<file path="src/rtl/cbd_pkg.sv">
// Shared types and constants of the chunked body decoder.
// No dependencies; every other file refers to it by scoped names.
package cbd_pkg;

   localparam int unsigned BYTE_W     = 8;
   localparam int unsigned LINE_W     = 17;
   localparam int unsigned CSR_DATA_W = 32;
   localparam int unsigned CSR_ADDR_W = 3;

   // Register map (word index taken from paddr[CSR_ADDR_W-1:2])
   localparam logic [CSR_ADDR_W-3:0] REG_MAX_LINE_LENGTH = '0;
   localparam logic [LINE_W-1:0]     MAX_LINE_RESET      = 17'd65536;

   // Framing characters
   localparam logic [BYTE_W-1:0] CH_CR  = 8'h0D;
   localparam logic [BYTE_W-1:0] CH_LF  = 8'h0A;
   localparam logic [BYTE_W-1:0] CH_SP  = 8'h20;
   localparam logic [BYTE_W-1:0] CH_TAB = 8'h09;

   typedef enum logic [1:0] {
      ERR_NONE      = 2'd0,
      ERR_MALFORMED = 2'd1,
      ERR_OVERFLOW  = 2'd2,
      ERR_LONG_LINE = 2'd3
   } err_type;

   typedef struct packed {
      logic [BYTE_W-1:0] byte_in;
      logic              start_of_body;
   } item_type;

   typedef struct packed {
      logic [BYTE_W-1:0] body_byte;
      logic              body_valid;
      logic              body_complete;
      err_type           error_code;
   } result_type;

endpackage

</file>
<file path="src/rtl/cbd_if.sv">
// Valid/ready channel interfaces of the chunked body decoder.
// Depends on cbd_pkg for field widths.
interface cbd_req_if;
   logic                           valid;
   logic                           ready;
   logic [cbd_pkg::BYTE_W-1:0]     byte_in;
   logic                           start_of_body;

   modport source (output valid, output byte_in, output start_of_body, input ready);
   modport sink   (input valid, input byte_in, input start_of_body, output ready);
endinterface

interface cbd_rsp_if;
   logic                           valid;
   logic                           ready;
   logic [cbd_pkg::BYTE_W-1:0]     body_byte;
   logic                           body_valid;
   logic                           body_complete;
   logic [1:0]                     error_code;

   modport source (output valid, output body_byte, output body_valid,
                   output body_complete, output error_code, input ready);
   modport sink   (input valid, input body_byte, input body_valid,
                   input body_complete, input error_code, output ready);
endinterface

</file>
<file path="src/rtl/chunked_body_decoder_core.sv">
// Top level of the chunked body decoder: input register, framing engine,
// result register and APB configuration. Depends on cbd_pkg, cbd_if,
// cbd_csr and cbd_engine.
// Path: a byte passes the input register, then the engine's result register;
//   the input register holds its byte while a full result is not taken.
//   Throughput: one byte per cycle while the receiver takes results, as the
//   framing engine updates its state on every step.
// Reset: synchronous, active high; decoder restarts at a size line and
//   max_line_length returns to 65536.
module chunked_body_decoder_core #(
   parameter int unsigned SIZE_BITS = 32
) (
   input  logic                               clock,
   input  logic                               reset,
   cbd_req_if.sink                            req_ch,
   cbd_rsp_if.source                          rsp_ch,
   input  logic                               csr_psel,
   input  logic                               csr_penable,
   input  logic                               csr_pwrite,
   input  logic [cbd_pkg::CSR_ADDR_W-1:0]     csr_paddr,
   input  logic [cbd_pkg::CSR_DATA_W-1:0]     csr_pwdata,
   output logic [cbd_pkg::CSR_DATA_W-1:0]     csr_prdata,
   output logic                               csr_pready
);

   logic                         in_valid_ff, in_valid_in;
   cbd_pkg::item_type            item_ff;
   logic                         out_valid_ff, out_valid_in;
   logic                         out_free;
   logic                         advance;
   logic [cbd_pkg::LINE_W-1:0]   max_line;
   cbd_pkg::result_type          result;

   cbd_csr u_csr (
      .clock    (clock),
      .reset    (reset),
      .psel     (csr_psel),
      .penable  (csr_penable),
      .pwrite   (csr_pwrite),
      .paddr    (csr_paddr),
      .pwdata   (csr_pwdata),
      .prdata   (csr_prdata),
      .pready   (csr_pready),
      .max_line (max_line)
   );

   // Advance when the result register is empty or being drained
   assign out_free     = !out_valid_ff || rsp_ch.ready;
   assign advance      = in_valid_ff && out_free;
   assign req_ch.ready = !in_valid_ff || advance;

   always_comb begin
      in_valid_in = in_valid_ff;
      if (req_ch.valid && req_ch.ready) begin
         in_valid_in = 1'b1;
      end else if (advance) begin
         in_valid_in = 1'b0;
      end
   end

   always_comb begin
      out_valid_in = out_valid_ff;
      if (advance) begin
         out_valid_in = 1'b1;
      end else if (rsp_ch.ready) begin
         out_valid_in = 1'b0;
      end
   end

   always_ff @(posedge clock) begin
      if (reset) begin
         in_valid_ff  <= 1'b0;
         out_valid_ff <= 1'b0;
      end else begin
         in_valid_ff  <= in_valid_in;
         out_valid_ff <= out_valid_in;
      end
   end

   // Capture the input transfer
   always_ff @(posedge clock) begin
      if (req_ch.valid && req_ch.ready) begin
         item_ff.byte_in       <= req_ch.byte_in;
         item_ff.start_of_body <= req_ch.start_of_body;
      end
   end

   cbd_engine #(
      .SIZE_BITS (SIZE_BITS)
   ) u_engine (
      .clock    (clock),
      .reset    (reset),
      .step_en  (advance),
      .item     (item_ff),
      .max_line (max_line),
      .result   (result)
   );

   assign rsp_ch.valid         = out_valid_ff;
   assign rsp_ch.body_byte     = result.body_byte;
   assign rsp_ch.body_valid    = result.body_valid;
   assign rsp_ch.body_complete = result.body_complete;
   assign rsp_ch.error_code    = result.error_code;

endmodule

</file>
<file path="src/rtl/cbd_csr.sv">
// APB-style configuration register block: holds max_line_length.
// Depends on cbd_pkg.
module cbd_csr (
   input  logic                               clock,
   input  logic                               reset,
   input  logic                               psel,
   input  logic                               penable,
   input  logic                               pwrite,
   input  logic [cbd_pkg::CSR_ADDR_W-1:0]     paddr,
   input  logic [cbd_pkg::CSR_DATA_W-1:0]     pwdata,
   output logic [cbd_pkg::CSR_DATA_W-1:0]     prdata,
   output logic                               pready,
   output logic [cbd_pkg::LINE_W-1:0]         max_line
);

   logic [cbd_pkg::LINE_W-1:0] max_line_ff;
   logic [cbd_pkg::LINE_W-1:0] max_line_in;
   logic                       hit;

   // Decode the word index, ignore byte offset
   assign hit    = (paddr[cbd_pkg::CSR_ADDR_W-1:2] == cbd_pkg::REG_MAX_LINE_LENGTH);
   assign pready = 1'b1;

   // Take the low bits of the write data on the access phase
   always_comb begin
      max_line_in = max_line_ff;
      if (psel && penable && pwrite && hit) begin
         max_line_in = pwdata[cbd_pkg::LINE_W-1:0];
      end
   end

   always_ff @(posedge clock) begin
      if (reset) begin
         max_line_ff <= cbd_pkg::MAX_LINE_RESET;
      end else begin
         max_line_ff <= max_line_in;
      end
   end

   // Return the register on a hit, zero elsewhere
   assign prdata   = hit ? cbd_pkg::CSR_DATA_W'(max_line_ff) : '0;
   assign max_line = max_line_ff;

endmodule

</file>
<file path="src/rtl/cbd_engine.sv">
// Chunked framing state machine: one byte per step, result registered.
// Depends on cbd_pkg.
module cbd_engine #(
   parameter int unsigned SIZE_BITS = 32
) (
   input  logic                         clock,
   input  logic                         reset,
   input  logic                         step_en,
   input  cbd_pkg::item_type            item,
   input  logic [cbd_pkg::LINE_W-1:0]   max_line,
   output cbd_pkg::result_type          result
);

   typedef enum logic [2:0] {
      PH_LEAD,
      PH_DIGITS,
      PH_REST,
      PH_DATA,
      PH_TAIL,
      PH_TRAILER,
      PH_DONE,
      PH_ERROR
   } phase_type;

   // Returns {is_hex, value}
   function automatic logic [4:0] hex_decode(input logic [cbd_pkg::BYTE_W-1:0] b);
      logic [4:0] r;
      r = '0;
      if (b >= 8'h30 && b <= 8'h39) begin
         r = {1'b1, 4'(b - 8'h30)};
      end else if (b >= 8'h61 && b <= 8'h66) begin
         r = {1'b1, 4'(b - 8'h57)};
      end else if (b >= 8'h41 && b <= 8'h46) begin
         r = {1'b1, 4'(b - 8'h37)};
      end
      return r;
   endfunction

   phase_type                    phase_ff, phase_in, cur_phase;
   logic [SIZE_BITS-1:0]         remain_ff, remain_in, cur_remain;
   logic [cbd_pkg::LINE_W-1:0]   len_ff, len_in, cur_len;
   logic                         cr_ff, cr_in, cur_cr;
   logic                         digits_ff, digits_in, cur_digits;
   logic                         empty_ff, empty_in, cur_empty;
   cbd_pkg::err_type             error_ff, error_in, cur_error;
   cbd_pkg::result_type          result_ff, result_in;

   logic [cbd_pkg::BYTE_W-1:0]   b;
   logic [4:0]                   hex;
   logic                         lf_end;
   logic                         too_long;
   logic                         is_blank;
   logic                         is_cr;

   assign b        = item.byte_in;
   assign hex      = hex_decode(b);
   assign is_blank = (b == cbd_pkg::CH_SP) || (b == cbd_pkg::CH_TAB);
   assign is_cr    = (b == cbd_pkg::CH_CR);

   // Start of body: work from the reset state
   always_comb begin
      if (item.start_of_body) begin
         cur_phase  = PH_LEAD;
         cur_remain = '0;
         cur_len    = '0;
         cur_cr     = 1'b0;
         cur_digits = 1'b0;
         cur_empty  = 1'b1;
         cur_error  = cbd_pkg::ERR_NONE;
      end else begin
         cur_phase  = phase_ff;
         cur_remain = remain_ff;
         cur_len    = len_ff;
         cur_cr     = cr_ff;
         cur_digits = digits_ff;
         cur_empty  = empty_ff;
         cur_error  = error_ff;
      end
   end

   assign lf_end   = (b == cbd_pkg::CH_LF) && cur_cr;
   assign too_long = (cur_len >= max_line);

   // Next state and result for one byte
   always_comb begin
      phase_in  = cur_phase;
      remain_in = cur_remain;
      len_in    = cur_len;
      cr_in     = cur_cr;
      digits_in = cur_digits;
      empty_in  = cur_empty;
      error_in  = cur_error;
      result_in = '0;

      unique case (cur_phase) inside
         PH_LEAD, PH_DIGITS, PH_REST: begin
            if (lf_end) begin
               if (!cur_digits) begin
                  error_in = cbd_pkg::ERR_MALFORMED;
                  phase_in = PH_ERROR;
               end else begin
                  // Close the size line; keep the size for the data phase
                  phase_in  = (cur_remain == '0) ? PH_TRAILER : PH_DATA;
                  len_in    = '0;
                  cr_in     = 1'b0;
                  digits_in = 1'b0;
                  empty_in  = 1'b1;
               end
            end else if (too_long) begin
               error_in = cbd_pkg::ERR_LONG_LINE;
               phase_in = PH_ERROR;
            end else begin
               len_in = cur_len + cbd_pkg::LINE_W'(1);
               cr_in  = is_cr;
               if ((cur_phase == PH_LEAD && !is_blank) || cur_phase == PH_DIGITS) begin
                  if (hex[4]) begin
                     // Shift in a digit unless the top nibble is already used
                     if (cur_remain[SIZE_BITS-1 -: 4] != 4'd0) begin
                        error_in = cbd_pkg::ERR_OVERFLOW;
                        phase_in = PH_ERROR;
                     end else begin
                        remain_in = {cur_remain[SIZE_BITS-5:0], hex[3:0]};
                        digits_in = 1'b1;
                        phase_in  = PH_DIGITS;
                     end
                  end else begin
                     phase_in = PH_REST;
                  end
               end
            end
         end
         PH_DATA: begin
            result_in.body_byte  = b;
            result_in.body_valid = 1'b1;
            if (cur_remain == SIZE_BITS'(1)) begin
               phase_in  = PH_TAIL;
               remain_in = SIZE_BITS'(2);
            end else begin
               remain_in = cur_remain - SIZE_BITS'(1);
            end
         end
         PH_TAIL: begin
            // Drop the two bytes after the payload unchecked
            if (cur_remain == SIZE_BITS'(1)) begin
               phase_in  = PH_LEAD;
               remain_in = '0;
               len_in    = '0;
               cr_in     = 1'b0;
               digits_in = 1'b0;
               empty_in  = 1'b1;
            end else begin
               remain_in = cur_remain - SIZE_BITS'(1);
            end
         end
         PH_TRAILER: begin
            if (lf_end) begin
               if (cur_empty) begin
                  result_in.body_complete = 1'b1;
                  phase_in = PH_DONE;
                  cr_in    = 1'b0;
               end else begin
                  remain_in = '0;
                  len_in    = '0;
                  cr_in     = 1'b0;
                  digits_in = 1'b0;
                  empty_in  = 1'b1;
               end
            end else if (too_long) begin
               error_in = cbd_pkg::ERR_LONG_LINE;
               phase_in = PH_ERROR;
            end else begin
               len_in   = cur_len + cbd_pkg::LINE_W'(1);
               empty_in = cur_empty && is_cr && !cur_cr;
               cr_in    = is_cr;
            end
         end
         default: begin
            // Done or error: hold
         end
      endcase

      result_in.error_code = error_in;
   end

   // Hold state and the result register; advance on a step
   always_ff @(posedge clock) begin
      if (reset) begin
         phase_ff  <= PH_LEAD;
         remain_ff <= '0;
         len_ff    <= '0;
         cr_ff     <= 1'b0;
         digits_ff <= 1'b0;
         empty_ff  <= 1'b1;
         error_ff  <= cbd_pkg::ERR_NONE;
         result_ff <= '0;
      end else if (step_en) begin
         phase_ff  <= phase_in;
         remain_ff <= remain_in;
         len_ff    <= len_in;
         cr_ff     <= cr_in;
         digits_ff <= digits_in;
         empty_ff  <= empty_in;
         error_ff  <= error_in;
         result_ff <= result_in;
      end
   end

   assign result = result_ff;

   // A payload byte always has a byte left to count
   a_data_nonzero: assert property (@(posedge clock) disable iff (reset)
      phase_ff == PH_DATA |-> remain_ff != '0)
      else $error("data phase with zero bytes remaining");

   // An error is sticky until a new body starts
   a_error_sticky: assert property (@(posedge clock) disable iff (reset)
      step_en && !item.start_of_body && error_ff != cbd_pkg::ERR_NONE
      |=> error_ff == $past(error_ff))
      else $error("sticky error changed without restart");

   // An error state and an error code go together
   a_error_phase: assert property (@(posedge clock) disable iff (reset)
      (phase_ff == PH_ERROR) == (error_ff != cbd_pkg::ERR_NONE))
      else $error("error phase and error code disagree");

   // Completion leads to the done state
   a_complete_done: assert property (@(posedge clock) disable iff (reset)
      step_en && result_in.body_complete |=> phase_ff == PH_DONE)
      else $error("completion without done state");

endmodule

</file>
<file path="src/flat_wrapper.sv">
// flat-port wrapper written by rule: the top's interface ports become plain ports
module chunked_body_decoder_core_flat 
#(
   parameter int unsigned SIZE_BITS = 32
)
  (clock, reset, csr_psel, csr_penable, csr_pwrite, csr_paddr, csr_pwdata, csr_prdata, csr_pready, req_ch_valid, req_ch_byte_in, req_ch_start_of_body, req_ch_ready, rsp_ch_valid, rsp_ch_body_byte, rsp_ch_body_valid, rsp_ch_body_complete, rsp_ch_error_code, rsp_ch_ready);
  cbd_req_if req_ch_i ();
  cbd_rsp_if rsp_ch_i ();
  input  logic clock;
  input  logic reset;
  input  logic csr_psel;
  input  logic csr_penable;
  input  logic csr_pwrite;
  input  logic [cbd_pkg::CSR_ADDR_W-1:0] csr_paddr;
  input  logic [cbd_pkg::CSR_DATA_W-1:0] csr_pwdata;
  output logic [cbd_pkg::CSR_DATA_W-1:0] csr_prdata;
  output logic csr_pready;
  input wire logic [$bits(req_ch_i.valid)-1:0] req_ch_valid;
  input wire logic [$bits(req_ch_i.byte_in)-1:0] req_ch_byte_in;
  input wire logic [$bits(req_ch_i.start_of_body)-1:0] req_ch_start_of_body;
  output wire logic [$bits(req_ch_i.ready)-1:0] req_ch_ready;
  output wire logic [$bits(rsp_ch_i.valid)-1:0] rsp_ch_valid;
  output wire logic [$bits(rsp_ch_i.body_byte)-1:0] rsp_ch_body_byte;
  output wire logic [$bits(rsp_ch_i.body_valid)-1:0] rsp_ch_body_valid;
  output wire logic [$bits(rsp_ch_i.body_complete)-1:0] rsp_ch_body_complete;
  output wire logic [$bits(rsp_ch_i.error_code)-1:0] rsp_ch_error_code;
  input wire logic [$bits(rsp_ch_i.ready)-1:0] rsp_ch_ready;
  assign req_ch_i.valid = req_ch_valid;
  assign req_ch_i.byte_in = req_ch_byte_in;
  assign req_ch_i.start_of_body = req_ch_start_of_body;
  assign req_ch_ready = req_ch_i.ready;
  assign rsp_ch_valid = rsp_ch_i.valid;
  assign rsp_ch_body_byte = rsp_ch_i.body_byte;
  assign rsp_ch_body_valid = rsp_ch_i.body_valid;
  assign rsp_ch_body_complete = rsp_ch_i.body_complete;
  assign rsp_ch_error_code = rsp_ch_i.error_code;
  assign rsp_ch_i.ready = rsp_ch_ready;
  chunked_body_decoder_core #(.SIZE_BITS(SIZE_BITS)) u_core (.clock(clock), .reset(reset), .req_ch(req_ch_i), .rsp_ch(rsp_ch_i), .csr_psel(csr_psel), .csr_penable(csr_penable), .csr_pwrite(csr_pwrite), .csr_paddr(csr_paddr), .csr_pwdata(csr_pwdata), .csr_prdata(csr_prdata), .csr_pready(csr_pready));
endmodule
</file>
<file path="config.mk">
export PLATFORM = sky130hd
export DESIGN_NAME = chunked_body_decoder_core_flat
export DESIGN_NICKNAME = d
export VERILOG_FILES = /design/src/rtl/cbd_pkg.sv /design/src/rtl/cbd_if.sv /design/src/rtl/chunked_body_decoder_core.sv /design/src/rtl/cbd_csr.sv /design/src/rtl/cbd_engine.sv /design/src/flat_wrapper.sv
export SDC_FILE = /design/constraint.sdc
export NUM_CORES = 1
export LEC_CHECK = 0
export BUFFER_PORTS_ARGS = -buffer_cell sky130_fd_sc_hd__buf_2
export CAP_MARGIN = 20
export CORE_MARGIN = 3
export CORE_UTILIZATION = 50
export CTS_BUF_LIST = sky130_fd_sc_hd__clkbuf_2
export DETAILED_ROUTE_END_ITERATION = 16
export GPL_ROUTABILITY_DRIVEN = 0
export HOLD_SLACK_MARGIN = 0.12
export PLACE_DENSITY_LB_ADDON = 0.1
export SETUP_SLACK_MARGIN = 0.15
export SYNTH_ARGS = -nofsm -noshare
export SYNTH_HDL_FRONTEND = slang
export SYNTH_SLANG_ARGS = --single-unit
export TNS_END_PERCENT = 10
</file>
<file path="constraint.sdc">
create_clock -name clock -period 3.7 [get_ports clock]
set_input_delay 0.555 -clock clock [delete_from_list [all_inputs] [get_ports clock]]
set_output_delay 0.555 -clock clock [all_outputs]
set_load 0.01 [all_outputs]
</file>
# ---- Word-level counts from Yosys, hierarchy flattened
# Index checks and enable logic that the tools add are counted.
dict set report word_totals {
  wordCells 143
  output_inout_bits 47
  ff_bits 95
  inputBits 51
}
dict set report classes {
  bitwise_logic 1
  n_eq_ne 10
  order_cmp 7
  muxes 79
  reduce_logical 26
  n_addsub 5
}
# operator n
set op_table {}
lappend op_table {{two-way mux 32 bit} 10}
lappend op_table {{two-way mux 17 bit} 8}
lappend op_table {{one-hot mux 32 bit (4 select lines)} 1}
lappend op_table {{one-hot mux 17 bit (3 select lines)} 1}
lappend op_table {{two-way mux 3 bit} 13}
lappend op_table {{== test 32 x 1 -> 1 bit, second input constant} 1}
lappend op_table {{zero test 32 bit} 1}
lappend op_table {{subtractor 32 x 1 -> 32 bit, second input constant} 1}
lappend op_table {{two-way mux 1 bit} 28}
lappend op_table {{== test 8 x 4 -> 1 bit, second input constant} 3}
lappend op_table {{two-way mux 2 bit} 9}
lappend op_table {{adder 17 x 1 -> 17 bit, second input constant} 1}
lappend op_table {{greater-or-equal comparator 17 bit} 1}
lappend op_table {{greater-or-equal comparator 8 x 7 -> 1 bit, second input constant} 2}
lappend op_table {{less-or-equal comparator 8 x 7 -> 1 bit, second input constant} 2}
lappend op_table {{two-way mux 5 bit} 3}
lappend op_table {{logical AND 1 bit} 12}
lappend op_table {{one-hot mux 3 bit (4 select lines)} 1}
lappend op_table {{two-way mux 9 bit} 1}
lappend op_table {{one-hot mux 1 bit (3 select lines)} 3}
lappend op_table {{== test 8 x 6 -> 1 bit, second input constant} 1}
lappend op_table {{greater-or-equal comparator 8 x 6 -> 1 bit, second input constant} 1}
lappend op_table {{less-or-equal comparator 8 x 6 -> 1 bit, second input constant} 1}
lappend op_table {{subtractor 4 x 3 -> 4 bit, second input constant} 2}
lappend op_table {{other kinds (12)} 21}

# ---- Depth between registers and ports, before layout
dict set report depth {
  depth_word 11
  mapped_depth 16
  depth_no_buf 11
}

# ---- Cells and area by module
# Synthesis repeated with hierarchy kept, for this count alone.
dict set report unflattened {
  cells_unflattened 915
  hier_area_um2 7163.1
}
# module area_per_inst_um2 n_inst seq_area_each_um2 cells_per_inst
set by_module_without_submodules {}
lappend by_module_without_submodules {cbd_engine 5763.0 1 1341.3 786}
lappend by_module_without_submodules {cbd_csr 1026.0 1 340.3 110}
lappend by_module_without_submodules {chunked_body_decoder_core 374.1 1 310.3 19}

# ---- Worst setup path before layout
# No wires, ideal clock.
dict set report synth_timing {
  path_kind {reg-to-reg}
  startpoint {reg u_core.item_ff[0] in the netlist's numbering}
  endpoint {reg u_core.u_engine.remain_ff[14]}
  arrival_ps 3924
  setup_ps 95
  t_required_ps 3605
  stages_incl_launch_ff 17
  path_slack_ps -320
  n_path_buf 7
  synth_period_minus_slack_ps 4020
  cell_sequence {edfxtp_1 > clkbuf_1 > clkbuf_1 > clkbuf_1 > clkbuf_1 > clkbuf_1 > nor2b_1 > ha_1 > nand4_1 > nor4_1 > a211oi_1 > o211ai_1 > clkbuf_1 > clkbuf_1 > o21ai_0 > a21o_1 > a221oi_1}
}
dict set report synth_via {
  elab_chain_cells 8
  elab_cells_between_ends 29
  classes_between {add/sub (1); order compare (1); eq/ne (6); mux (15); reduce/logical (6)}
}
# element line
set synth_rtl {}
lappend synth_rtl {{from (decl)} chunked_body_decoder_core.sv:27} ;# cbd_pkg::item_type item_ff;
lappend synth_rtl {{branches (longest 7 deep; another with subtractor 32 x 1 -> 32 bit)} --}
lappend synth_rtl {{one-hot mux 32 bit (4 select lines) (*)} cbd_engine.sv:95} ;# unique case (cur_phase) inside
lappend synth_rtl {{to (signal assigned)} cbd_engine.sv:198} ;# remain_ff <= remain_in;
lappend synth_rtl {{to (decl)} cbd_engine.sv:40} ;# logic [SIZE_BITS-1:0] remain_ff, remain_in, cur_remain;
# Mark *: on every way between the ends.
# A chain may end at the register's enable or synchronous reset.

# ---- Worst setup path after layout
dict set report layout_timing {
  startpoint {reg u_core.item_ff[0] in the netlist's numbering}
  endpoint {reg u_core.u_engine.remain_ff[21]}
}
# The elaborated chain is that of the path after synthesis.

==> impl_metrics.yaml <==
outcome:
  status: "finished, final reports clean"
global_routing:
  antenna_found_initial: 1
  gr-total-overflow: 0
  grt_max_degree: 32
  grt_pass1_wl_um: 35300
  grt_usage: 0.295
  grt_pass1_vias: 6989
logic_synthesis:
  ys_seq_elements: 95
  synthArstFlopShare: 0
  yosys.area.top_type: "dfxtp_1"
  syn-cell-area_um2: 6700
  yosys.area.top_type_share: 0.257
  synthTopCellsByArea: "dfxtp_1, a21oi_1, nand2_1"
  ys_types: 82
  yosys_warnings: 0
  synthTopCellsByCount: "nand2_1, nor2_1, dfxtp_1"
  avgSynthCellArea_um2: 7.47
  synth_ff_type: "dfxtp_1"
  yosysMostFrequentCell: "nand2_1"
  syn_inst: 897
  seq_area_frac_synth: 0.297
  synth_edf_count: 9
detailed_routing:
  vias: 7500
  wire_per_inst_um: 19.3
  routed_via_density: 6.47
  drc: 0
  first_pass_iters: 5
  detail-route-antenna-nets: 0
  routed_wl_um: 22400
  drt_iter0_markers: 1029
clock_network:
  cts-root-buf: "clkbuf_2"
  cts-buffers-inserted: 9
  clockBufferDepth: 2
  cts_tree: "yes"
  clock_latency_ns: 0.64
  htree_levels: 3
  clk_pin_slew_ns: 0.28
  clock_sinks: 95
sta:
  hold_viol_final: 0
  rsz0062_at_grt: "true"
  fin_ws_ns: 0.300
  worstMarginPinSlew_ns: 1.10
  drv_slew: 0
  period_needed_ns: 3.40
  tns_ns: 0
  maxSlewHeadroom: 0.261
  clock.fmax_mhz: 294
  post-route-period-util: 0.919
  skew_ns: 0.0274
  finalSetupViolCount: 0
finish:
  final_util: 0.592
  area_delta_synth_final_pct: 13.9
  nNetsFinal: 1057
  final_cell_area_um2: 7630
  drive_gt1_frac: 0.151
  n_fill_cell: 1198
placement:
  portBuffers: 64
  dp_hpwl_um: 15500
  pre_cts_ws_ns: 0.120
  place_area_um2: 7210
critical_path:
  crit_path_end_kind: "flop"
  cp.required_ns: 4.28
  arrival_ns: 3.98
  critPathKind: "reg2reg"
  critPathLaunchType: "flop"
  crit_fanout: 9
  r2r_setup_slack_ns: 0.30
pwr:
  p_sw_mw: 0.787
  comb_power_share: 0.251
  power_mw: 2.22
  p_leak_nw: 2.95
  pwr-share-seq: 0.498
  ir_drop_mv: 0.205
  switching_share: 0.354
  power_frac_clock: 0.251
  powerDensity_nw_per_um2: 291
  power.internal_mw: 1.43
die:
  die_y_um: 122
  io_pins: 98
  die-area_um2: 14800
  chipWidth_um: 122
  core_area_um2: 12900
  row_count: 41
  start_util: 0.520
job:
  cap_violations: 0
min_path:
  hold_class: "in2reg"
## final timing paths
path / startpoint / end / cells past startpoint
max: u_core.item_ff[0]$_DFFE_PP_ / u_core.u_engine.remain_ff[21]$_SDFFE_PP0P_ / 13
min: csr_pwdata[5] / u_core.u_csr.max_line[5]$_SDFFE_PP0P_ / 3
max reg2reg: u_core.item_ff[0]$_DFFE_PP_ / u_core.u_engine.remain_ff[21]$_SDFFE_PP0P_ / 13
min reg2reg: u_core.u_csr.max_line[11]$_SDFFE_PP0P_ / u_core.u_csr.max_line[11]$_SDFFE_PP0P_ / 2
## worst max-delay path, stage by stage, from the launching register on
cell and delay, ns:
edfxtp_1 0.58, buf_4 0.23, nor2b_1 0.30, ha_1 0.31, nand4_1 0.13, o21ai_0 0.14, a211oi_1 0.33, o211ai_1 0.19
clkbuf_8 0.20, buf_12 0.14, nor2_1 0.13, buf_4 0.21, o221ai_1 0.14, a221o_1 0.31
## per-stage QoR
step / hold WS (ns) / std cells
floorplan: 0.431 / 911
global placement: 0.441 / 1112
detailed placement: 0.446 / 1112
CTS: 0.121 / 1148
global route: 0.131 / 1159
finish: 0.133 / 1159
## layout make-up
class,instances,area (um2),share of cell area
repair buffers,130,890,0.117
well taps,172,215,0.0282
diodes,2,5.00,0.000656
flip-flops and latches,95,1990,0.261
clock buffers,9,45.0,0.00590
inverters,38,143,0.0187
clock inverters,7,71.3,0.00935
multi-input cells,706,4270,0.559
## sequential cells by signal, indices dropped and copies added (netlist names), 3 cells and up
signal                     count
u_core.u_csr.max_line         17
u_core.u_engine.remain_ff     32
u_core.item_ff                 9
u_core.u_engine.len_ff        17
u_core.u_engine.result        12
u_core.u_engine.phase_ff       3
## cells by family after synthesis
| family | Yosys count | synth area share |
|---|---|---|
| other cells | 2 | 0.00112 |
| flops | 95 | 0.297 |
| simple gates | 344 | 0.252 |
| compound gates | 304 | 0.303 |
| fa+ha+maj | 26 | 0.0486 |
| xor+xnor | 9 | 0.0118 |
| mux | 7 | 0.0112 |
| buf+inv | 110 | 0.0751 |
## metal layers
metal	share of wire	GRT usage	up-vias
met2	0.45	0.474	429
met4	0.043	0.146	0
li1	-	-	3471
met1	0.41	0.383	3500
met3	0.089	0.0525	100
met5	0	0	-
## layout by cell type, fill, tap and decap left out, types with 5 or more instances in the layout
cell type	count
nand2_1	96
nor2_1	87
dfxtp_1	86
a21oi_1	78
buf_2	64
o21ai_0	61
buf_4	41
inv_1	37
nor3_1	30
nand3_1	27
ha_1	26
nor2b_1	25
dlygate4sd3_1	22
a31oi_1	21
nor4_1	18
conb_1	16
o211ai_1	15
a22oi_1	12
nand4_1	11
o31ai_1	11
a211oi_1	9
o221ai_1	9
clkbuf_2	9
edfxtp_1	9
or4_1	8
nand2b_1	7
a21o_1	7
o21ai_1	7
xnor2_1	7
or3_1	6
o21a_1	6
o22ai_1	6
a311oi_1	5
o211a_1	5
and3_1	5
## power groups by stage
stage / Sequential [mW] / Clock, mW / Combinational [mW]
after floorplan: 1.11 / 0 / 0.375
after global placement: 1.12 / 0 / 0.498
after detailed placement: 1.12 / 0 / 0.505
after CTS: 1.11 / 0.565 / 0.525
after global routing: 1.11 / 0.601 / 0.604
final: 1.11 / 0.557 / 0.558
## repair_timing
action / CTS / global route
endpoints found under the setup margin: 5 / 28
endpoints found under the hold margin: 20 / 2
cloned: 0 / 1
hold buffers: 20 / 2
setup buffers: 0 / 6
resized for setup: 1 / 5
Power figures use the tool's default switching activity.
